File: src/hdl/fde_pkg.sv
`default_nettype none
package fde_pkg;

	// Store size used when the top level is not overridden
	localparam int STORE_DEPTH_DEF = 131072;

	// Field and register widths
	localparam int SAMPLE_W = 16;
	localparam int DELAY_W  = 18;
	localparam int FBK_W    = 15;
	localparam int MIX_W    = 16;

	// Register reset values and gain limits (gains in Q1.15)
	localparam logic [DELAY_W-1:0] DELAY_RESET = 18'd11520;
	localparam logic [FBK_W-1:0]   FBK_RESET   = 15'd9175;
	localparam logic [MIX_W-1:0]   MIX_RESET   = 16'd9830;
	localparam logic [FBK_W-1:0]   FBK_MAX     = 15'd31129;
	localparam logic [MIX_W-1:0]   MIX_MAX     = 16'd32768;

	// Q1.15 rounding
	localparam int Q15_SHIFT = 15;

	// Register index on the config port (word address)
	typedef enum logic [1:0] {
		REG_DELAY = 2'd0,
		REG_FBK   = 2'd1,
		REG_MIX   = 2'd2
	} reg_idx_t;

	// Gain settings handed to the back end
	typedef struct packed {
		logic [FBK_W-1:0] fbk;
		logic [MIX_W-1:0] mix;
	} gain_t;

endpackage
`default_nettype wire

File: src/hdl/fde_queue.sv
`default_nettype none
module fde_queue #(
	parameter int W = 8
) (
	input  wire logic         clk,
	input  wire logic         arst_n,
	input  wire logic         push,
	input  wire logic [W-1:0] push_data,
	output logic              full,
	input  wire logic         pop,
	output logic              valid,
	output logic [W-1:0]      pop_data
);
	import fde_pkg::*;

	logic [W-1:0] ent_q [2];
	logic         wptr_q;
	logic         rptr_q;
	logic [1:0]   cnt_q;

	assign full     = (cnt_q == 2'd2);
	assign valid    = (cnt_q != 2'd0);
	assign pop_data = ent_q[rptr_q];

	// Pointers and fill level
	always_ff @(posedge clk or negedge arst_n) begin
		if (!arst_n) begin
			wptr_q <= 1'b0;
			rptr_q <= 1'b0;
			cnt_q  <= 2'd0;
		end else begin
			if (push) wptr_q <= ~wptr_q;
			if (pop) rptr_q <= ~rptr_q;
			cnt_q <= cnt_q + 2'(push) - 2'(pop);
		end
	end

	// Entry storage
	always_ff @(posedge clk) begin
		if (push) ent_q[wptr_q] <= push_data;
	end

endmodule
`default_nettype wire

File: config.mk
export PLATFORM = sky130hd
export DESIGN_NAME = fde_queue
export DESIGN_NICKNAME = d
export VERILOG_FILES = /design/src/hdl/fde_pkg.sv /design/src/hdl/fde_queue.sv
export SDC_FILE = /design/constraint.sdc
export NUM_CORES = 1
export LEC_CHECK = 0
export BUFFER_PORTS_ARGS = -buffer_cell sky130_fd_sc_hd__buf_4
export CAP_MARGIN = 20
export CELL_PAD_IN_SITES_DETAIL_PLACEMENT = 0
export CELL_PAD_IN_SITES_GLOBAL_PLACEMENT = 1
export CORE_UTILIZATION = 25
export DETAILED_ROUTE_END_ITERATION = 8
export PLACE_DENSITY_LB_ADDON = 0.1
export SLEW_MARGIN = 40
export SYNTH_ARGS = -nofsm -noshare
export SYNTH_HDL_FRONTEND = slang
export SYNTH_SLANG_ARGS = --single-unit
File: constraint.sdc
create_clock -name clk -period 3.39 [get_ports clk]
set_input_delay 0.339 -clock clk [delete_from_list [all_inputs] [get_ports clk]]
set_output_delay 0.339 -clock clk [all_outputs]
set_load 0.005 [all_outputs]
After elaboration in Yosys (flattened, before gate mapping) --
Memory sizes are Yosys's and may differ from the RTL's. Cells that the tools add are included.
Storage, ports and cells: register bits 4, RAM bits 16, input port bits 12, memories 1
Memories:
- ent_q | words 2, width 8, rd ports 1, clocked after Yosys merged registers in 0, wr ports 1, RTL line fde_queue.sv:16 | logic [W-1:0] ent_q [2];
Operators by class: $add $sub $neg 2, eq/ne operators 1, muxes and demuxes 2, bitwise logic cells 2, reduce and logical (&&, ||, !) cells 1
Operators by type and width (number):
- $add 2x1->2 | 1
- $eq 2x2->1 const B | 1
- $mux 1 | 2
- $not 1->1 | 2
- $reduce_bool 2->1 | 1
- $sub 2x1->2 | 1

Logic depth before layout (Yosys ltp) --
Gate-level depths: netlist of the first run.
depth after elaboration 2, mapped depth 5, depth with buffers taken out 5

Worst setup path after synthesis of the first run --
Ideal clock, no wire load.
kind register to register, start register wptr_q, end memory ent_q[0][0] (enable), library setup time 373 ps, arrival time 789 ps, required time 3017 ps, setup slack 2228 ps, cell stages (with the launch flop) 2, clock period less this slack 1162 ps, cells stage by stage dfrtp_1 > nor2b_1
RTL lines:
- from (decl) | RTL line fde_queue.sv:17 | logic wptr_q;
- from (signal assigned) | RTL line fde_queue.sv:32 | if (push) wptr_q <= ~wptr_q;
- to (decl) | RTL line fde_queue.sv:16
No word-level cell before the write port.

Worst setup path in the final report of the first run --
start register rptr_q, end output pop_data[5]
Between the ends: word-level cells in the longest chain between the ends 1
RTL lines:
- from (decl) | RTL line fde_queue.sv:18 | logic rptr_q;
- from (signal assigned) | RTL line fde_queue.sv:33 | if (pop) rptr_q <= ~rptr_q;
- $mem_v2 2x8
- to (decl) | RTL line fde_queue.sv:12 | output logic [W-1:0] pop_data
Every way passes these cells.

==> results of run 1 <==
==> layout make-up <==
class                           instances  area (sq um)
Multi-Input combinational cell         17           211
Inverter                                2          7.51
Tap cell                               44          55.1
Timing Repair Buffer                   22           168
Fill cell                             326          1990
Sequential cell                        20           581
Clock buffer                            4          36.3
==> registers in the layout (all words and copies together), names as in the netlist <==
name / cells
ent_q: 16
cnt_q: 2
rptr_q: 1
wptr_q: 1
==> metal layers <==
metal / track usage (%) / part of all wire, % / vias up
met5: 0 / 0 / -
met4: 5.10 / 0.70 / 0
li1: - / - / 196
met3: 2.86 / 6.3 / 2
met1: 9.04 / 47 / 194
met2: 10.4 / 46 / 14
==> critical path, delay by kind of cell, from the launching register on <==
family | cells | cell delay [ns]
DFF | 1 | 0.70
muxes | 1 | 0.35
buffers and inverters | 1 | 0.13
==> final timing paths <==
| kind | startpoint | endpoint | slack, ns | cells past startpoint |
|---|---|---|---|---|
| worst max-delay path | rptr_q | pop_data[5] | 1.57 | 2 |
| worst min-delay path | pop | rptr_q | 0.22 | 2 |
| min in group asynchronous | arst_n | cnt_q[0] | 0.36 | 2 |
| worst min register to register | wptr_q | wptr_q | 0.50 | 1 |
| worst max register to register | wptr_q | ent_q[0][1] | 1.97 | 1 |
| max in group asynchronous | arst_n | rptr_q | 2.94 | 2 |
==> kinds of logic after synthesis <==
| group | share of synthesized area, % |
|---|---|
| flip-flops | 71.6 |
| buffers and inverters | 2.32 |
| XOR/XNOR | 5.09 |
| multiplexers | 14.8 |
| adder cells (fa/ha/maj) | 3.09 |
| AND/OR/NAND/NOR | 3.09 |
==> cells in the mapped netlist <==
master / instances
xor3_1: 1
edfxtp_1: 16
inv_1: 2
mux2_4: 8
dfrtp_1: 4
nor2b_1: 2
xor2_1: 2
or2_2: 1
and2_1: 1
buf_6: 1
ha_1: 2
==> report_power, final <==
group | switching [mW] | internal [mW]
Clock | 0.0696 | 0.0654
Combinational | 0.0774 | 0.178
Sequential | 0.0519 | 0.334
Total | 0.199 | 0.578
==> repair_timing <==
| item | in CTS | in global routing |
|---|---|---|
| endpoints found under the hold margin | 4 | 0 |
| setup endpoints to repair | 0 | 0 |
| hold buffers | 1 | 0 |
| resized for setup | 0 | 0 |
==> results.yml, run 1 <==
floorplan:
  start_util_pct: 26.6
  fp.dieH_um: 59.0
  dieWidth_um: 59.0
  dieArea_sq_mm: 0.00348
  rows: 20
  coreArea_sq_mm: 0.00305
  pin_count: 22
setup_path:
  path_max_fanout: 9
  critPathRequiredTime_ns: 3.05
  startpoint_type: "register"
  path_class: "reg -> out"
  cp_slowest_stage_delay_ns: 0.70
  cp.arrival_ns: 1.48
  worst_path_max_delay_cell: "dfrtp_1"
  path_cells: "mux2_4 -> buf_4"
  worstSetupEndpointType: "output port"
cells_and_area:
  diodes: 0
  final_cell_area_sq_mm: 0.00106
  fin_util_pct: 34.7
  drive_gt1_share_pct: 52.3
  layout_common_cells: "buf_4, edfxtp_1, mux2_4"
  area_growth_syn_to_layout_pct: 30.6
  final_common_cell: "buf_4"
  nNetsFinal: 80
  final_cell_count_no_fill: 109
sta:
  fmaxAchievable_mhz: 549
  rsz0062_at_grt: "no"
  setup_viol: 0
  period_minus_slack_ns: 1.82
  timing.hold.ws_ns: 0.218
  fin_skew_ns: 0.00516
  fin_ws_ns: 1.57
  worst_pin_slew_ns: 0.807
  timing.final.crit_share_pct: 53.7
  relSlewSlack_pct: 46.1
  tns_ns: 0
  finalMaxSlewViolations: 0
  hold_viol: 0
flow_run:
  cap_viol_max_count: 0
route:
  drtAntennaViolNets: 0
  avgViaCountPerCell: 3.72
  first_pass_iters: 2
  wl_per_cell_um: 10.5
  routed_wl_um: 1140
  drt_iter0_drc: 9
  route.detailed.drc: 0
  vias: 406
power:
  p_leak_nw: 0.448
  ir_drop_uv: 289
  p_per_area_mw_per_mm2: 734
  p_total_uw: 777
clocking:
  cts_buffer_depth: 2
  cts.reportedPaths.clkPinSlew_ns: 0.11
  post-cts-setup-buffers: 0
  clk_latency_ns: 0.29
  root_buffer: "clkbuf_4"
  cts.sinks: 20
  cts_tree: "built"
  htreeDepth: 1
  cts_buffers: 3
global_routing:
  grt_pass1_vias: 366
  grt_pass1_wl_um: 1680
  grt.overflow.total: 0
  grt_max_degree: 12
  antenna_found_initial: 0
  track_usage_pct: 7.30
place:
  gp_congestion: 0.619
  place_area_sq_mm: 0.00101
  dp_hpwl_um: 837
  port_buffers: 21
  place_ws_ns: 1.88
  dp_cells: 104
outcome:
  status: "complete, no violations"
yosys:
  yosysWarnings: 0
  synth_top_area_share_pct: 59.3
  ys_seq_elements: 20
  synth_area_sq_um: 811
  synth.avg_cell_area_sq_um: 20.3
  yosysUniqueCellTypes: 11
  syn_inst: 40
  yosysTopAreaCell: "edfxtp_1"
  netlist_top_cells_area: "edfxtp_1, mux2_4, dfrtp_1"
  ys_seq_area_share_pct: 71.6
  synth_nets: 54
min_path:
  hold_class: "in -> reg"
Note: power is estimated with default switching activity, not from simulation.
==> run 2, diff against run 1 <==
==> constraint.sdc (replaced) <==
create_clock -name clk -period 1.7 [get_ports clk]
set_input_delay 0.17 -clock clk [delete_from_list [all_inputs] [get_ports clk]]
set_output_delay 0.17 -clock clk [all_outputs]
set_load 0.005 [all_outputs]
==> results.yml, run 2 (synthesized netlist as in run 1, its figures left out) <==
setup_path:
  worst_path_max_delay_cell: "dfrtp_2"
  regToRegSetupSlack_ns: 0.50
  r2r-start: "cnt_q[0]"
  critPathRequiredTime_ns: 1.53
  cp.arrival_ns: 1.32
  path_class: "reg -> out"
  worstSetupEndpointType: "output port"
  r2r_cells: 5
  rr_endpoint: "cnt_q[1]"
  path_cells: "mux2_4 -> buf_4"
  cp_slowest_stage_delay_ns: 0.56
  startpoint_type: "register"
  path_max_fanout: 9
cells_and_area:
  reg_top3: "ent_q: 16 flops, cnt_q: 2 flops"
  final_cell_count_no_fill: 110
  largest_reg_flops: 16
  area_growth_syn_to_layout_pct: 30.4
  final_cell_area_sq_mm: 0.00106
  layout_common_cells: "buf_4, edfxtp_1, mux2_4"
  drive_gt1_share_pct: 53.0
  nNetsFinal: 81
  fin_util_pct: 34.6
  final_common_cell: "buf_4"
  regMostFlops: "ent_q"
  diodes: 0
floorplan:
  start_util_pct: 26.6
  dieWidth_um: 59.0
  rows: 20
  fp.dieH_um: 59.0
  coreArea_sq_mm: 0.00305
  dieArea_sq_mm: 0.00348
  pin_count: 22
min_path:
  hold_class: "in -> reg"
  min_to: "rptr_q"
  hp-start: "pop"
  hold_depth: 2
route:
  wl_per_cell_um: 10.7
  drt_iter0_drc: 4
  first_pass_iters: 2
  avgViaCountPerCell: 3.71
  drtAntennaViolNets: 0
  route.detailed.drc: 0
  routed_wl_um: 1180
  vias: 408
sta:
  fin_ws_ns: 0.211
  hold_viol: 0
  fmaxAchievable_mhz: 672
  relSlewSlack_pct: 73.5
  fin_skew_ns: 0.00444
  worst_pin_slew_ns: 0.397
  rsz0062_at_grt: "no"
  finalMaxSlewViolations: 0
  period_minus_slack_ns: 1.49
  timing.hold.ws_ns: 0.0510
  timing.final.crit_share_pct: 87.6
  tns_ns: 0
  setup_viol: 0
global_routing:
  grt_util_met2_pct: 11.2
  antenna_found_initial: 0
  grt.busiest_layer: "met2"
  grt_pass1_wl_um: 1800
  track_usage_pct: 7.68
  grt_max_degree: 12
  grt.overflow.total: 0
  gr-usage-met1_pct: 9.90
  use_met3_pct: 2.20
  grt_pass1_vias: 384
clocking:
  clk_latency_ns: 0.29
  root_buffer: "clkbuf_4"
  htreeDepth: 1
  cts_buffers: 3
  cts.reportedPaths.clkPinSlew_ns: 0.10
  cts_buffer_depth: 2
  cts_tree: "built"
  cts.sinks: 20
place:
  place_ws_ns: 0.361
  dp_cells: 105
  place_area_sq_mm: 0.00102
  gp_congestion: 0.638
  port_buffers: 21
power:
  p_total_mw: 1.52
  p_leak_nw: 0.446
  p_per_area_mw_per_mm2: 1430
  ir_drop_uv: 484
outcome:
  status: "complete, no violations"
flow_run:
  cap_viol_max_count: 0
[run 2: cell types whose count changed in the layout (fill, tap and decap cells not counted)]
cell	change
buf_4	+1
clkbuf_8	-1
clkbuf_1	+1
dfrtp_1	-1
dfrtp_2	+1
[run 2: how the worst max path moves through the flow]
stage                     startpoint           to  cells after the start
final                         rptr_q  pop_data[5]                      2
after global routing          rptr_q  pop_data[5]                      2
after CTS                     rptr_q  pop_data[0]                      2
after detailed placement      rptr_q  pop_data[0]                      2
after global placement        rptr_q  pop_data[5]                      2
after floorplan               wptr_q  ent_q[0][0]                      1
[run 2: routing by layer]
metal / vias up / share of wire (%)
li1: 197 / -
met1: 195 / 45
met2: 14 / 48
met3: 2 / 5.8
met4: 0 / 0.68
met5: - / 0
[run 2: final cells by class]
type                    instances  area [sq um]
flip-flops and latches         20           582
fillers                       326          2000
repair buffers                 23           175
well taps                      44          55.1
multi-input cells              17           211
inverters                       2          7.51
clock buffers                   4          26.3
[run 2: worst max-delay path, delay by kind of cell, from the launching register on]
family | cells | cell delay, ns
flip-flops | 1 | 0.56
multiplexers | 1 | 0.33
buffers and inverters | 1 | 0.13
[run 2: repair_timing]
| item | 4_1_cts | 5_1_grt |
|---|---|---|
| hold buffers | 1 | 0 |
| setup endpoints to repair | 0 | 8 |
| gates resized for setup | 0 | 1 |
| setup buffers | 0 | 0 |
| hold endpoints to repair | 4 | 0 |
[run 2: report_power, final]
| part | leakage, nW | switching, mW | total, mW | internal [mW] |
|---|---|---|---|---|
| Sequential | 0.196 | 0.103 | 0.771 | 0.668 |
| Clock | 0.0150 | 0.135 | 0.226 | 0.0911 |
| Combinational | 0.235 | 0.155 | 0.519 | 0.363 |
==> run 3, diff against run 2 <==
--- a/config.mk
+++ b/config.mk
@@ -6,12 +6,12 @@
 export NUM_CORES = 1
 export LEC_CHECK = 0
 export BUFFER_PORTS_ARGS = -buffer_cell sky130_fd_sc_hd__buf_4
-export CAP_MARGIN = 20
 export CELL_PAD_IN_SITES_DETAIL_PLACEMENT = 0
 export CELL_PAD_IN_SITES_GLOBAL_PLACEMENT = 1
 export CORE_UTILIZATION = 25
 export DETAILED_ROUTE_END_ITERATION = 8
 export PLACE_DENSITY_LB_ADDON = 0.1
+export SETUP_SLACK_MARGIN = 0.3
 export SLEW_MARGIN = 40
 export SYNTH_ARGS = -nofsm -noshare
 export SYNTH_HDL_FRONTEND = slang
==> results.yml, run 3 (synthesized netlist as in run 1, its figures left out) <==
cells_and_area:
  nNetsFinal: 84
  multi_input_area_sq_um: 211
  fin_util_pct: 36.6
  largest_reg_flops: 16
  layout_common_cells: "edfxtp_1, buf_4, buf_6"
  drive_gt1_share_pct: 55.1
  regMostFlops: "ent_q"
  nFillCells: 319
  reg_top3: "ent_q: 16 flops, cnt_q: 2 flops"
  diodes: 0
  ff_latch_area_sq_um: 582
  area_growth_syn_to_layout_pct: 37.8
  final_common_cell: "edfxtp_1"
global_routing:
  gr-usage-met1_pct: 10.6
  grt_max_degree: 12
  grt.overflow.total: 0
  grt_pass1_wl_um: 1820
  grt_util_met2_pct: 11.2
  grt.busiest_layer: "met2"
  track_usage_pct: 7.87
  grt_pass1_vias: 380
  antenna_found_initial: 0
  use_met3_pct: 1.98
clocking:
  clk_latency_ns: 0.29
  cts.reportedPaths.clkPinSlew_ns: 0.10
  cts_tree: "built"
  htreeDepth: 1
  root_buffer: "clkbuf_4"
  cts_buffer_depth: 2
  cts.sinks: 20
  cts_buffers: 3
outcome:
  status: "complete, no violations"
sta:
  period_minus_slack_ns: 1.44
  setup_viol: 0
  rsz0062_at_grt: "yes"
  hold_viol: 0
  tns_ns: 0
  fin_skew_ns: 0.00306
  relSlewSlack_pct: 73.0
  timing.final.crit_share_pct: 85.0
  worst_pin_slew_ns: 0.405
  finalMaxSlewViolations: 0
  fmaxAchievable_mhz: 692
power:
  p_per_area_mw_per_mm2: 1480
  p_leak_nw: 0.473
  ir_drop_uv: 559
route:
  drtAntennaViolNets: 0
  wl_per_cell_um: 10.8
  routed_wl_um: 1220
  route.detailed.drc: 0
  avgViaCountPerCell: 3.79
  drt_iter0_drc: 3
  first_pass_iters: 2
  vias: 428
setup_path:
  path_class: "reg -> out"
  startpoint_type: "register"
  rr_endpoint: "cnt_q[1]"
  r2r-start: "cnt_q[0]"
  cp-endpoint: "pop_data[0]"
  path_max_fanout: 5
  regToRegSetupSlack_ns: 0.50
  r2r_cells: 5
  cp.arrival_ns: 1.27
  crit_start: "rptr_q"
  critPathRequiredTime_ns: 1.53
  worstSetupEndpointType: "output port"
floorplan:
  fp.dieH_um: 59.0
  dieWidth_um: 59.0
  rows: 20
  start_util_pct: 26.6
  coreArea_sq_mm: 0.00305
  pin_count: 22
  dieArea_sq_mm: 0.00348
flow_run:
  cap_viol_max_count: 0
place:
  port_buffers: 21
  gp_congestion: 0.638
min_path:
  hold_class: "in -> reg"
[run 3: per-stage QoR]
stage | total power [mW] | hold slack, ns | instance area [sq um] | std cells | setup slack, ns
CTS | 1.69 | 0.0388 | 1120 | 113 | 0.244
detailed placement | 1.32 | -0.0277 | 1020 | 105 | 0.361
finish | 1.66 | 0.0485 | 1120 | 113 | 0.256
floorplan | 1.09 | -0.126 | 811 | 40 | 0.538
global placement | 1.31 | -0.0285 | 1020 | 105 | 0.374
global route | 1.76 | 0.0281 | 1120 | 113 | 0.205
[run 3: power breakdown]
| part | leakage [nW] | internal (mW) | switching (mW) |
|---|---|---|---|
| Clock | 0.0150 | 0.0912 | 0.136 |
| Sequential | 0.196 | 0.669 | 0.0536 |
| Combinational | 0.262 | 0.470 | 0.237 |
[run 3: worst min-delay path by stage]
stage | from | slack [ns] | cells past startpoint | to
3_5_place_dp | arst_n | -0.03 | 1 | wptr_q
3_3_place_gp | arst_n | -0.03 | 1 | cnt_q[0]
4_1_cts | push_data[0] | 0.04 | 1 | ent_q[1][0]
5_1_grt | push_data[0] | 0.03 | 1 | ent_q[1][0]
6_report | pop | 0.05 | 2 | rptr_q
2_1_floorplan | arst_n | -0.13 | 0 | cnt_q[0]
[run 3: worst max-delay path, stage by stage, from the launching register on]
cell	delay, ns
dfrtp_2	0.43
buf_6	0.14
mux2_4	0.30
buf_6	0.11
[run 3: cell type report]
class | instances | area share, %
Multi-Input combinational cell | 17 | 18.9
Clock buffer | 4 | 2.35
Tap cell | 44 | 4.93
Timing Repair Buffer | 26 | 21.1
Inverter | 2 | 0.672
Sequential cell | 20 | 52.1
[run 3: timing repair]
action / in CTS / in global routing
setup endpoints to repair: 8 / 8
buffers inserted: 3 / 0
gates cloned: 0 / 0
hold endpoints to repair: 4 / 0
hold buffers: 1 / 0
resized for setup: 12 / 0
[run 3: metal layers]
metal  vias to the layer above  part of all wire (%)
li1                        203                     -
met1                       209                    47
met2                        14                    47
met3                         2                   5.0
met4                         0                  0.74
met5                         -                     0
