===== config.mk =====
export PLATFORM = sky130hd
export DESIGN_NAME = fde_front
export DESIGN_NICKNAME = d
export VERILOG_FILES = /design/src/hdl/fde_pkg.sv /design/src/hdl/fde_front.sv
export SDC_FILE = /design/constraint.sdc
export NUM_CORES = 1
export LEC_CHECK = 0
export ABC_CLOCK_PERIOD_IN_PS = 11000
export BUFFER_PORTS_ARGS = -buffer_cell sky130_fd_sc_hd__buf_2
export CAP_MARGIN = 10
export CORE_MARGIN = 2
export CORE_UTILIZATION = 25
export DETAILED_ROUTE_END_ITERATION = 10
export HOLD_SLACK_MARGIN = 0.08
export PLACE_DENSITY = 0.5
export SYNTH_ARGS = -nofsm -noshare
export SYNTH_HDL_FRONTEND = slang
export SYNTH_SLANG_ARGS = --single-unit

===== constraint.sdc =====
create_clock -name clk -period 11 [get_ports clk]
set_input_delay 1.1 -clock clk [delete_from_list [all_inputs] [get_ports clk]]
set_output_delay 1.1 -clock clk [all_outputs]
set_load 0.02 [all_outputs]

===== src/hdl/fde_pkg.sv =====
`default_nettype none
package fde_pkg;

	// Store size used when the top level is not overridden
	localparam int STORE_DEPTH_DEF = 131072;

	// Field and register widths
	localparam int SAMPLE_W = 16;
	localparam int DELAY_W  = 18;
	localparam int FBK_W    = 15;
	localparam int MIX_W    = 16;

	// Register reset values and gain limits (gains in Q1.15)
	localparam logic [DELAY_W-1:0] DELAY_RESET = 18'd11520;
	localparam logic [FBK_W-1:0]   FBK_RESET   = 15'd9175;
	localparam logic [MIX_W-1:0]   MIX_RESET   = 16'd9830;
	localparam logic [FBK_W-1:0]   FBK_MAX     = 15'd31129;
	localparam logic [MIX_W-1:0]   MIX_MAX     = 16'd32768;

	// Q1.15 rounding
	localparam int Q15_SHIFT = 15;

	// Register index on the config port (word address)
	typedef enum logic [1:0] {
		REG_DELAY = 2'd0,
		REG_FBK   = 2'd1,
		REG_MIX   = 2'd2
	} reg_idx_t;

	// Gain settings handed to the back end
	typedef struct packed {
		logic [FBK_W-1:0] fbk;
		logic [MIX_W-1:0] mix;
	} gain_t;

endpackage
`default_nettype wire


===== src/hdl/fde_front.sv =====
`default_nettype none
module fde_front #(
	parameter int DEPTH = 131072,
	localparam int AW = (DEPTH > 1) ? $clog2(DEPTH) : 1,
	localparam int QW = 16 + 2 * AW + 1
) (
	input  wire logic                        clk,
	input  wire logic                        arst_n,
	input  wire logic                        s_tvalid,
	output logic                             s_tready,
	input  wire logic [15:0]                 s_tdata,   // [15:0] sample_in
	input  wire logic [fde_pkg::DELAY_W-1:0] delay,
	input  wire logic                        q_full,
	output logic                             q_push,
	output logic [QW-1:0]                    q_data
);
	import fde_pkg::*;

	// Work item for the back end
	typedef struct packed {
		logic signed [SAMPLE_W-1:0] x;
		logic [AW-1:0]              rd;
		logic [AW-1:0]              wp;
		logic                       rd_valid;
	} qent_t;

	localparam int SW = (AW + 2 > DELAY_W + 1) ? AW + 2 : DELAY_W + 1;
	localparam logic [SW-1:0] DEPTH_X = SW'(DEPTH);
	localparam logic [AW-1:0] WP_LAST = AW'(DEPTH - 1);

	logic [AW-1:0] wp_q;
	logic          wrapped_q;
	logic [SW-1:0] d_ext;
	logic [SW-1:0] d_clamp;
	logic [SW-1:0] rd_sum;
	logic [SW-1:0] rd_wrap;
	qent_t         ent;

	assign s_tready = ~q_full;
	assign q_push   = s_tvalid & ~q_full;
	assign q_data   = ent;

	// Read point: delay clamped to [1, DEPTH], then wp - delay mod DEPTH
	always_comb begin
		d_ext = SW'(delay);
		if (d_ext == '0) begin
			d_clamp = SW'(1);
		end else if (d_ext > DEPTH_X) begin
			d_clamp = DEPTH_X;
		end else begin
			d_clamp = d_ext;
		end
		rd_sum  = SW'(wp_q) + DEPTH_X - d_clamp;
		rd_wrap = (rd_sum >= DEPTH_X) ? rd_sum - DEPTH_X : rd_sum;

		ent.x        = signed'(s_tdata);
		ent.rd       = rd_wrap[AW-1:0];
		ent.wp       = wp_q;
		// an entry holds data once the write pointer has passed it
		ent.rd_valid = wrapped_q | (rd_wrap[AW-1:0] < wp_q);
	end

	// Write pointer and fill tracking
	always_ff @(posedge clk or negedge arst_n) begin
		if (!arst_n) begin
			wp_q      <= '0;
			wrapped_q <= 1'b0;
		end else if (q_push) begin
			if (wp_q == WP_LAST) begin
				wp_q      <= '0;
				wrapped_q <= 1'b1;
			end else begin
				wp_q <= wp_q + AW'(1);
			end
		end
	end

endmodule
`default_nettype wire


Word level (Yosys, flattened, before mapping)
Cells that the tools add are included.
Widths: inputs -> output; s select.
Operators by class
  $add $sub $neg: 4
  order comparisons: 3
  eq/ne operators: 1
  muxes and demuxes: 4
  bitwise operators: 3
  reduce and logical (&&, ||, !) cells: 2
Operator list (number)
  $mux 17: 2
  $add 17x18->19 const B: 1
  $ge 19x18->1 const B: 1
  $mux 19: 1
  $sub 19x19->19: 1
  $gt 18x18->1 const B: 1
  $logic_not 18->1: 1
  $mux 18: 1
  $add 17x1->17 const B: 1
  $eq 17x17->1 const B: 1
  $lt 17x17->1: 1
  $sub 17x1->17 const B: 1
  $reduce_and 2->1: 1
  $and 1x1->1: 1
  $not 1->1: 1
  $or 1x1->1: 1
Storage, ports and cells
  register bits: 18
  input port bits: 38

Depth between registers and ports, before layout
Gate-level depths: netlist of run 1.
  word-level depth: 8
  gate-level depth with buffers: 19

Least setup slack after synthesis of run 1
No wires, ideal clock.
  kind: input to output
  start: input port delay[4] (netlist name)
  end: output port q_data[0]
  arrival: 5.087 ns
  setup slack: 4.813 ns
  stages on the path: 18
  cells stage by stage: or4_1 -> nor3_1 -> a41o_1 -> buf_4 -> nand2_1 -> fa_1 -> a21oi_1 -> o21ai_0 -> a21oi_1 -> nor2_1 -> nor3_1 -> xnor2_1 -> ha_1 -> a21o_1 -> a21o_1 -> a21oi_1 -> nor4bb_1 -> o22a_1
Between the ends
  word-level cells in the longest chain between the ends: 8
Ends and longest elaborated chain
  start: declaration: line fde_front.sv:12  | input wire logic [fde_pkg::DELAY_W-1:0] delay,
  $gt 18x18->1: line fde_front.sv:48  | end else if (d_ext > DEPTH_X) begin
  $mux 18: line fde_front.sv:48
  $mux 19 (*): line fde_front.sv:46  | if (d_ext == '0) begin
  $sub 19x19->19 (*): line fde_front.sv:53  | rd_sum = SW'(wp_q) + DEPTH_X - d_clamp;
  $sub 17x1->17 or $ge 19x18->1 (tied branches): line fde_front.sv:54  | rd_wrap = (rd_sum >= DEPTH_X) ? rd_sum - DEPTH_X : rd_sum;
  $mux 17 (*): line fde_front.sv:54
  net q_data[28]: line fde_front.sv:15  | output logic [QW-1:0] q_data
  $lt 17x17->1 (*): line fde_front.sv:60  | ent.rd_valid = wrapped_q | (rd_wrap[AW-1:0] < wp_q);
  $or 1x1->1 (*): line fde_front.sv:60
  end: declaration: line fde_front.sv:15
The timed path passes the listed nets; every way through them passes the cells marked *.

Worst setup path after layout of run 1
  start: input port delay[4] (netlist name)
  end: output port q_data[0]
Between the ends
  word-level cells in the longest chain between the ends: 8
Ends and longest elaborated chain (line)
  $gt 18x18->1: fde_front.sv:48
  $mux 18: fde_front.sv:48
  $mux 19 (*): fde_front.sv:46
  $sub 19x19->19 (*): fde_front.sv:53
  $sub 17x1->17 or $ge 19x18->1 (tied branches): fde_front.sv:54
  $mux 17 (*): fde_front.sv:54
  $lt 17x17->1 (*): fde_front.sv:60
  $or 1x1->1 (*): fde_front.sv:60
Every way passes the cells marked *; elsewhere a longest branch is shown, timed or not.

==> results_dict.tcl, run 1 <==
set metrics [dict create \
    die_h_um 100 \
    fin_nets 411 \
    hpwl_um 5770 \
    cp_max_fo 12 \
    drive_above_1_share 0.214 \
    vias 2233 \
    synth_area_leaders "dfrtp_1 (20%), ha_1 (19%), xnor2_1 (6.5%), buf_4 (5.5%), nand2_1 (5.5%)" \
    grt_max_degree 19 \
    track_usage 0.141 \
    gp_congestion 0.910 \
    synth.most_common_cell "ha_1" \
    ys_async_sr_fraction 1.00 \
    critPathLaunch "delay[4]" \
    dp.cells 443 \
    hold_ws_ps 527 \
    final_util 0.291 \
    worst_pin_slew_ps 720 \
    critPathCapture "q_data[0]" \
    wl_um 6750 \
    grtUsageMet2 0.245 \
    drv_slew 0 \
    use_met3 0.0355 \
    skew_ps 8.99 \
    cts.clk_slew.worst_paths_ps 80 \
    syn2layout_area_growth_pct 14.9 \
    cts_hold_buffers 0 \
    ys.flop_type "dfrtp_1" \
    die_w_um 100 \
    finalCritPeriodShare 0.608 \
    synth_top_area_cell "dfrtp_1" \
    relSlewSlack 0.518 \
    htree_levels 1 \
    timing.fmax_mhz 149 \
    cts-buffers-inserted 3 \
    setup_violations 0 \
    synth_xor_area_frac 0.0798 \
    start_util 0.253 \
    r2r_cells 8 \
    endpoint_kind "output pin" \
    critPathArrivalTime_ps 5590 \
    ant_nets 0 \
    core_um2 9110 \
    synthDistinctLibCells 51 \
    die_area_um2 10000 \
    cp-start-kind "input pin" \
    clock_sinks 18 \
    power.leakage_nw 1.27 \
    synth_compound_area_frac 0.203 \
    synth-simple-area-share 0.218 \
    cellPowerDensity_nw_per_um2 170 \
    netlist_area_um2 2310 \
    cts_resized 0 \
    clock_latency_ps 260 \
    ys_seq_area_frac 0.195 \
    grt.met1_usage 0.179 \
    synth.avg_cell_area_um2 7.84 \
    maxCapViolations 0 \
    yosys_warnings 0 \
    grt_busiest_layer "met2" \
    min_period_ps 6690 \
    required_ps 9900 \
    grt_pass1_vias 2225 \
    wire_per_inst_um 15.1 \
    fin_cells 447 \
    ir_worst_vdd_mv 0.107 \
    status "completed" \
    synthMuxAreaShare 0.00434 \
    antenna_found_initial 0 \
    synth-seq-cells 18 \
    synth_commonest_cells "ha_1 (35), nand2_1 (34), nor2_1 (27)" \
    fin_setup_tns_ps 0 \
    drtIter0Drc 60 \
    holdCritPathClass "flip-flop to flip-flop" \
    rows 35 \
    rsz0062_at_grt "false" \
    io_pins 91 \
    yosysTopAreaCellShare 0.195 \
    hold_viol_final 0 \
    grt_pass1_wl_um 11200 \
    clockRootBuffer "clkbuf_8" \
    r2r-start "wp_q[1]" \
    critical_path_class "input pin to output pin" \
    yosys.area_share.adder 0.199 \
    synthCells 294 \
    cts_tree "yes" \
    port_buffers 58 \
    post_cts_buffers 0 \
    reg2reg_to "wrapped_q" \
    cts_buffer_depth 2 \
    antenna_cells 0 \
    synth_nets 368 \
    fill_cells 1029 \
    synth-edff-count 0 \
    synth_top_family_by_area "simple AND/OR/NAND/NOR gates" \
    r2r_slack_ps 8090 \
    vias_per_cell 5.00 \
    drt_first_pass_iters 4 \
    grt_overflow 0 \
    fin_total_pwr_mw 0.451 \
    drc_errors 0 \
]
metrics by stage:
stage	setup WS, ps	cell area (um2)
floorplan	4810	2310
global placement	4500	2590
detailed placement	4340	2590
CTS	4310	2650
global route	3790	2650
finish	4310	2650
worst min path at each step:
stage,start,end,slack [ps],cells after the start
finish,wrapped_q,wrapped_q,530,1
global route,wrapped_q,wrapped_q,560,1
CTS,wrapped_q,wrapped_q,520,1
detailed placement,wrapped_q,wrapped_q,510,1
global placement,wrapped_q,wrapped_q,500,1
floorplan,wrapped_q,wrapped_q,470,1
layout make-up:
type,instances,area (um2),area share
multi-input combinational,231,1620,0.612
sequential,18,450,0.170
timing repair buffer,58,290,0.110
tap,111,139,0.0524
inverter,25,93.8,0.0354
clock buffer,4,55.1,0.0208
layer usage:
layer | share of wire | up-vias | wire length, um
met5 | 0 | - | 0
met4 | 0.012 | 0 | 82
met3 | 0.057 | 8 | 385
met2 | 0.48 | 54 | 3220
met1 | 0.45 | 1054 | 3070
li1 | - | 1117 | -
registers in the layout, indices dropped and copies added (netlist names):
register / cells
wrapped_q: 1
wp_q: 17
cells by family after synthesis:
kind of cell / Yosys count
AO/OA/AOI/OAI: 69
buffers and inverters: 45
multiplexers: 1
flip-flops: 18
AND/OR/NAND/NOR: 104
adder cells (fa/ha/maj): 36
XOR/XNOR: 21
where the power goes:
group	leakage [nW]	switching (mW)	internal (mW)
registers	0.228	0.0202	0.0749
logic	1.02	0.183	0.117
clock network	0.0288	0.0244	0.0319
total	1.27	0.228	0.223
worst max-delay path, stage by stage:
cell and delay [ps]:
buf_2 100, or4_1 500, nor3_1 200, a41o_1 440, nand2_1 170, fa_1 450, a21oi_1 220, o21ai_0 150
a21oi_1 280, nor2_1 80, nor3_1 210, xnor2_1 160, ha_1 270, a21o_1 160, a21o_1 170, a21oi_1 180
nor4bb_1 370, o22a_1 200, buf_2 160
cell usage in the layout, fill, tap and decap left out, types with 2 or more instances in the layout:
cell type	count
inv_1	24
o21ai_0	17
a21o_1	5
nor2_1	27
nor3_1	6
nand3_1	7
and3_1	4
a31oi_1	5
ha_1	35
nand4_1	3
buf_2	58
o21ai_1	2
xor2_1	4
nand2_1	34
a21oi_2	3
o31ai_1	3
o21a_1	6
clkbuf_8	4
dfrtp_1	18
nor2b_1	5
nand2b_1	3
xnor2_1	17
nor4_1	5
a21oi_1	14
a211o_1	2
Note: power is estimated with default switching activity, not from simulation.
==> inputs of run 2 (changes only) <==
--- a/config.mk
+++ b/config.mk
@@ -5,7 +5,7 @@
 export SDC_FILE = /design/constraint.sdc
 export NUM_CORES = 1
 export LEC_CHECK = 0
-export ABC_CLOCK_PERIOD_IN_PS = 11000
+export ABC_CLOCK_PERIOD_IN_PS = 7000
 export BUFFER_PORTS_ARGS = -buffer_cell sky130_fd_sc_hd__buf_2
 export CAP_MARGIN = 10
 export CORE_MARGIN = 2
==> constraint.sdc (replaced) <==
create_clock -name clk -period 7 [get_ports clk]
set_input_delay 0.7 -clock clk [delete_from_list [all_inputs] [get_ports clk]]
set_output_delay 0.7 -clock clk [all_outputs]
set_load 0.02 [all_outputs]
==> results_dict.tcl, run 2 (synthesis gave the netlist of run 1 again) <==
set metrics [dict create \
    status "completed" \
    die_area_um2 10000 \
    most-common-layout-cells "buf_2 (58), ha_1 (35), nand2_1 (34), nor2_1 (27), inv_1 (24)" \
    grt_max_degree 19 \
    die_h_um 100 \
    start_util 0.253 \
    vias_per_cell 4.95 \
    layout_commonest_cell "buf_2" \
    core_um2 9110 \
    max_stage_delay_ps 510 \
    cts_buffer_depth 2 \
    path_cells "buf_2, or4_1, nor3_1, a41o_1, nand2_1, fa_1, a21oi_1, o21ai_0, a21oi_1, nor2_1, nor3_1, xnor2_1, ha_1, a21o_1, a21o_1, a21oi_1, nor4bb_1, o22a_1, buf_2" \
    syn2layout_area_growth_pct 14.9 \
    hpwl_um 5730 \
    wl_um 6660 \
    cts_tree "yes" \
    reg2reg_to "wrapped_q" \
    timing.fmax_mhz 169 \
    post_cts_buffers 0 \
    rsz0062_at_grt "false" \
    drtIter0Drc 93 \
    required_ps 6300 \
    critical_path_class "input pin to output pin" \
    largest_reg_flops 17 \
    critPathLaunch "delay[4]" \
    grt_pass1_wl_um 11100 \
    clockRootBuffer "clkbuf_8" \
    fin_setup_tns_ps 0 \
    htree_levels 1 \
    drv_slew 0 \
    antenna_cells 0 \
    ant_nets 0 \
    cts_hold_buffers 0 \
    fin_cells 447 \
    maxCapViolations 0 \
    regMostFlops "wp_q" \
    reg.largest.list "wp_q: 17 flops, wrapped_q: 1 flops" \
    r2r-start "wp_q[1]" \
    cts_resized 0 \
    track_usage 0.140 \
    crit_family "compound AO/OA/AOI/OAI gates" \
    setup_violations 0 \
    antenna_found_initial 0 \
    drive_above_1_share 0.214 \
    cp_max_fo 12 \
    worst_pin_slew_ps 681 \
    cp-start-kind "input pin" \
    endpoint_kind "output pin" \
    place_ws_ps 1110 \
    drt_first_pass_iters 4 \
    vias 2213 \
    grt_overflow 0 \
    cellPowerDensity_nw_per_um2 266 \
    ir_worst_vdd_mv 0.172 \
    cts.clk_slew.worst_paths_ps 70 \
    fin_nets 411 \
    clock_sinks 18 \
    power.leakage_nw 1.27 \
    drc_errors 0 \
    r2r_cells 8 \
    r2r_slack_ps 4060 \
    rows 35 \
    grt_pass1_vias 2252 \
    finalCritPeriodShare 0.845 \
    port_buffers 58 \
    gp_congestion 0.910 \
    min_period_ps 5910 \
    critPathArrivalTime_ps 5210 \
    clock_latency_ps 260 \
    crit_slowest_cell "or4_1" \
    skew_ps 3.97 \
    relSlewSlack 0.545 \
    cp_num_buf_inv 2 \
    hold_viol_final 0 \
    cts-buffers-inserted 3 \
    wire_per_inst_um 14.9 \
    cpMostUsedCell "a21oi_1" \
    die_w_um 100 \
    worst_slack_ps 1090 \
    dp.cells 443 \
    holdCritPathClass "input pin to async pin" \
    io_pins 91 \
]
==> run 2: cell counts in the layout (fill, tap and decap cells not counted) <==
Identical to the previous run, type by type.
==> run 2: per-layer routing <==
metal	global-route usage	vias up	share of wire
met3	0.0272	12	0.048
met5	0	-	0
li1	-	1105	-
met4	0.0348	0	0.022
met2	0.242	69	0.46
met1	0.178	1027	0.47
==> run 2: worst reg2reg max path, delay by kind of cell, from the launching register on <==
kind	cells	cell delay, ps
flops	1	490
buf+inv	1	130
fa+ha+maj	2	570
simple gates	5	1700
==> run 2: area by class of cell <==
type / instances / area [um2]
Fill cell: 1005 / 6460
Clock buffer: 4 / 55.1
Sequential cell: 18 / 450
Multi-Input combinational cell: 231 / 1620
Tap cell: 111 / 139
Timing Repair Buffer: 58 / 290
Inverter: 25 / 93.8
==> run 2: through the flow <==
| step | util | hold slack, ps | power, mW | instance area (um2) |
|---|---|---|---|---|
| 6_report | 0.291 | 363 | 0.706 | 2650 |
| 3_3_place_gp | 0.285 | 496 | 0.621 | 2590 |
| 4_1_cts | 0.291 | 387 | 0.714 | 2650 |
| 2_1_floorplan | - | 404 | 0.493 | 2310 |
| 3_5_place_dp | 0.285 | 503 | 0.622 | 2590 |
| 5_1_grt | 0.291 | 394 | 0.789 | 2650 |
==> run 2: report_power, final <==
group	switching, mW	internal, mW	leakage [nW]
sequential	0.0307	0.118	0.228
combinational	0.286	0.183	1.02
clock	0.0388	0.0501	0.0288
==> run 2: how the worst max path moves through the flow <==
stage | endpoint | cells after the start | slack (ps)
detailed placement | q_data[0] | 19 | 1110
finish | q_data[0] | 19 | 1090
floorplan | q_data[0] | 18 | 1610
CTS | q_data[0] | 19 | 1090
global route | q_data[0] | 19 | 580
global placement | q_data[0] | 19 | 1300
==> inputs of run 3 (changes only) <==
--- a/config.mk
+++ b/config.mk
@@ -5,7 +5,7 @@
 export SDC_FILE = /design/constraint.sdc
 export NUM_CORES = 1
 export LEC_CHECK = 0
-export ABC_CLOCK_PERIOD_IN_PS = 7000
+export ABC_CLOCK_PERIOD_IN_PS = 5570
 export BUFFER_PORTS_ARGS = -buffer_cell sky130_fd_sc_hd__buf_2
 export CAP_MARGIN = 10
 export CORE_MARGIN = 2
==> constraint.sdc (replaced) <==
create_clock -name clk -period 5.57 [get_ports clk]
set_input_delay 0.557 -clock clk [delete_from_list [all_inputs] [get_ports clk]]
set_output_delay 0.557 -clock clk [all_outputs]
set_load 0.02 [all_outputs]
==> results_dict.tcl, run 3 (synthesis gave the netlist of run 1 again) <==
set metrics [dict create \
    status "completed" \
    die_area_um2 10000 \
    clock_sinks 18 \
    sw_frac_of_total 0.505 \
    hpwl_um 5750 \
    register_area_um2 450 \
    pwr-share-clk 0.102 \
    maxCapViolations 0 \
    grt_max_degree 19 \
    endpoint_kind "output pin" \
    reg.largest.list "wp_q: 17 flops, wrapped_q: 1 flops" \
    rows 35 \
    track_usage 0.134 \
    grt_overflow 0 \
    r2r_slack_ps 2690 \
    clock_latency_ps 250 \
    pwr-share-seq 0.209 \
    drtIter0Drc 76 \
    vias 2227 \
    ant_nets 0 \
    hold_ws_ps 233 \
    regMostFlops "wp_q" \
    fin_setup_tns_ps 0 \
    worst_pin_slew_ps 639 \
    path_cells "buf_2, or4_1, nor3_2, a41oi_1, nor2_1, ha_1, inv_1, fa_1, a21oi_1, o21ai_0, a21oi_1, nor2_1, nor3_2, xnor2_1, ha_1, a21o_1, a21o_1, a21oi_2, nor4bb_4, o22a_1, buf_2" \
    finalCritPeriodShare 0.936 \
    fin_nets 416 \
    largest_reg_flops 17 \
    gp_congestion 0.826 \
    min_period_ps 5210 \
    grt_pass1_wl_um 10500 \
    switchingPower_mw 0.451 \
    critPathArrivalTime_ps 4660 \
    drc_errors 0 \
    wire_per_inst_um 14.9 \
    holdCritPathClass "input pin to async pin" \
    cp-start-kind "input pin" \
    p_comb_frac 0.689 \
    power.leakage_nw 1.30 \
    io_pins 91 \
    wl_um 6710 \
    reg2reg_to "wrapped_q" \
    place_ws_ps 131 \
    cts_buffer_depth 2 \
    skew_ps 3.15 \
    antenna_cells 0 \
    setup_violations 0 \
    crit_family "simple AND/OR/NAND/NOR gates" \
    clockRootBuffer "clkbuf_8" \
    vias_per_cell 4.94 \
    die_h_um 100 \
    r2r_cells 8 \
    relSlewSlack 0.573 \
    dp.cells 447 \
    cp_num_buf_inv 3 \
    internal_power_mw 0.441 \
    most-common-layout-cells "buf_2 (58), ha_1 (35), nand2_1 (34), nor2_1 (27), inv_1 (24)" \
    r2r-start "wp_q[0]" \
    cts_hold_buffers 0 \
    drt_first_pass_iters 5 \
    cp_max_fo 2 \
    timing.fmax_mhz 192 \
    critical_path_class "input pin to output pin" \
    fin_cells 451 \
    max_stage_delay_ps 530 \
    cellPowerDensity_nw_per_um2 330 \
    hold_viol_final 0 \
    final_util 0.297 \
    port_buffers 58 \
    layout_commonest_cell "buf_2" \
    required_ps 5010 \
    multi_input_area_um2 1650 \
    htree_levels 1 \
    cts_tree "yes" \
    fill_cells 1009 \
    drive_above_1_share 0.235 \
    antenna_found_initial 0 \
    cts.clk_slew.worst_paths_ps 70 \
    drv_slew 0 \
    start_util 0.253 \
    die_w_um 100 \
    crit_slowest_cell "or4_1" \
    syn2layout_area_growth_pct 17.2 \
    ir_worst_vdd_mv 0.240 \
    grt_pass1_vias 2072 \
    cts-buffers-inserted 3 \
    worst_slack_ps 356 \
    core_um2 9110 \
]
run 3: how the worst max path moves through the flow:
| stage | startpoint | to | slack, ps | depth (start not counted) |
|---|---|---|---|---|
| floorplan | delay[4] | q_data[0] | 470 | 18 |
| global placement | delay[4] | q_data[0] | 330 | 21 |
| detailed placement | delay[4] | q_data[0] | 130 | 21 |
| CTS | delay[4] | q_data[0] | 110 | 21 |
| global route | delay[4] | q_data[0] | -9 | 21 |
| finish | delay[4] | q_data[0] | 360 | 21 |
run 3: area by class of cell:
class	count	share of cell area
repair buffers	63	0.121
well taps	111	0.0514
inverters	25	0.0347
clock buffers	3	0.0153
flip-flops and latches	18	0.167
multi-input cells	231	0.611
run 3: what timing repair did:
item	in CTS	in global routing
endpoints found under the hold margin	0	0
resized for setup	0	5
setup endpoints to repair	0	1
buffers inserted	0	1
run 3: layer usage:
metal / up-vias / track usage / wire [um]
met5: - / 0 / 0
met4: 0 / 0.0179 / 45
met3: 4 / 0.0279 / 338
met2: 55 / 0.233 / 3230
met1: 1047 / 0.175 / 3100
li1: 1121 / - / -
run 3: power groups by stage:
stage                     logic, mW  registers, mW  clock network (mW)
final                         0.615          0.186              0.0913
after global routing          0.690          0.192               0.103
after CTS                     0.608          0.188              0.0937
after detailed placement      0.604          0.191                   0
after global placement        0.598          0.188                   0
after floorplan               0.424          0.194                   0
run 3: through the flow:
step           cell area, um2  power, mW
2_1_floorplan            2310      0.619
3_3_place_gp             2630      0.786
3_5_place_dp             2630      0.795
4_1_cts                  2670      0.890
5_1_grt                  2700      0.985
6_report                 2700      0.892
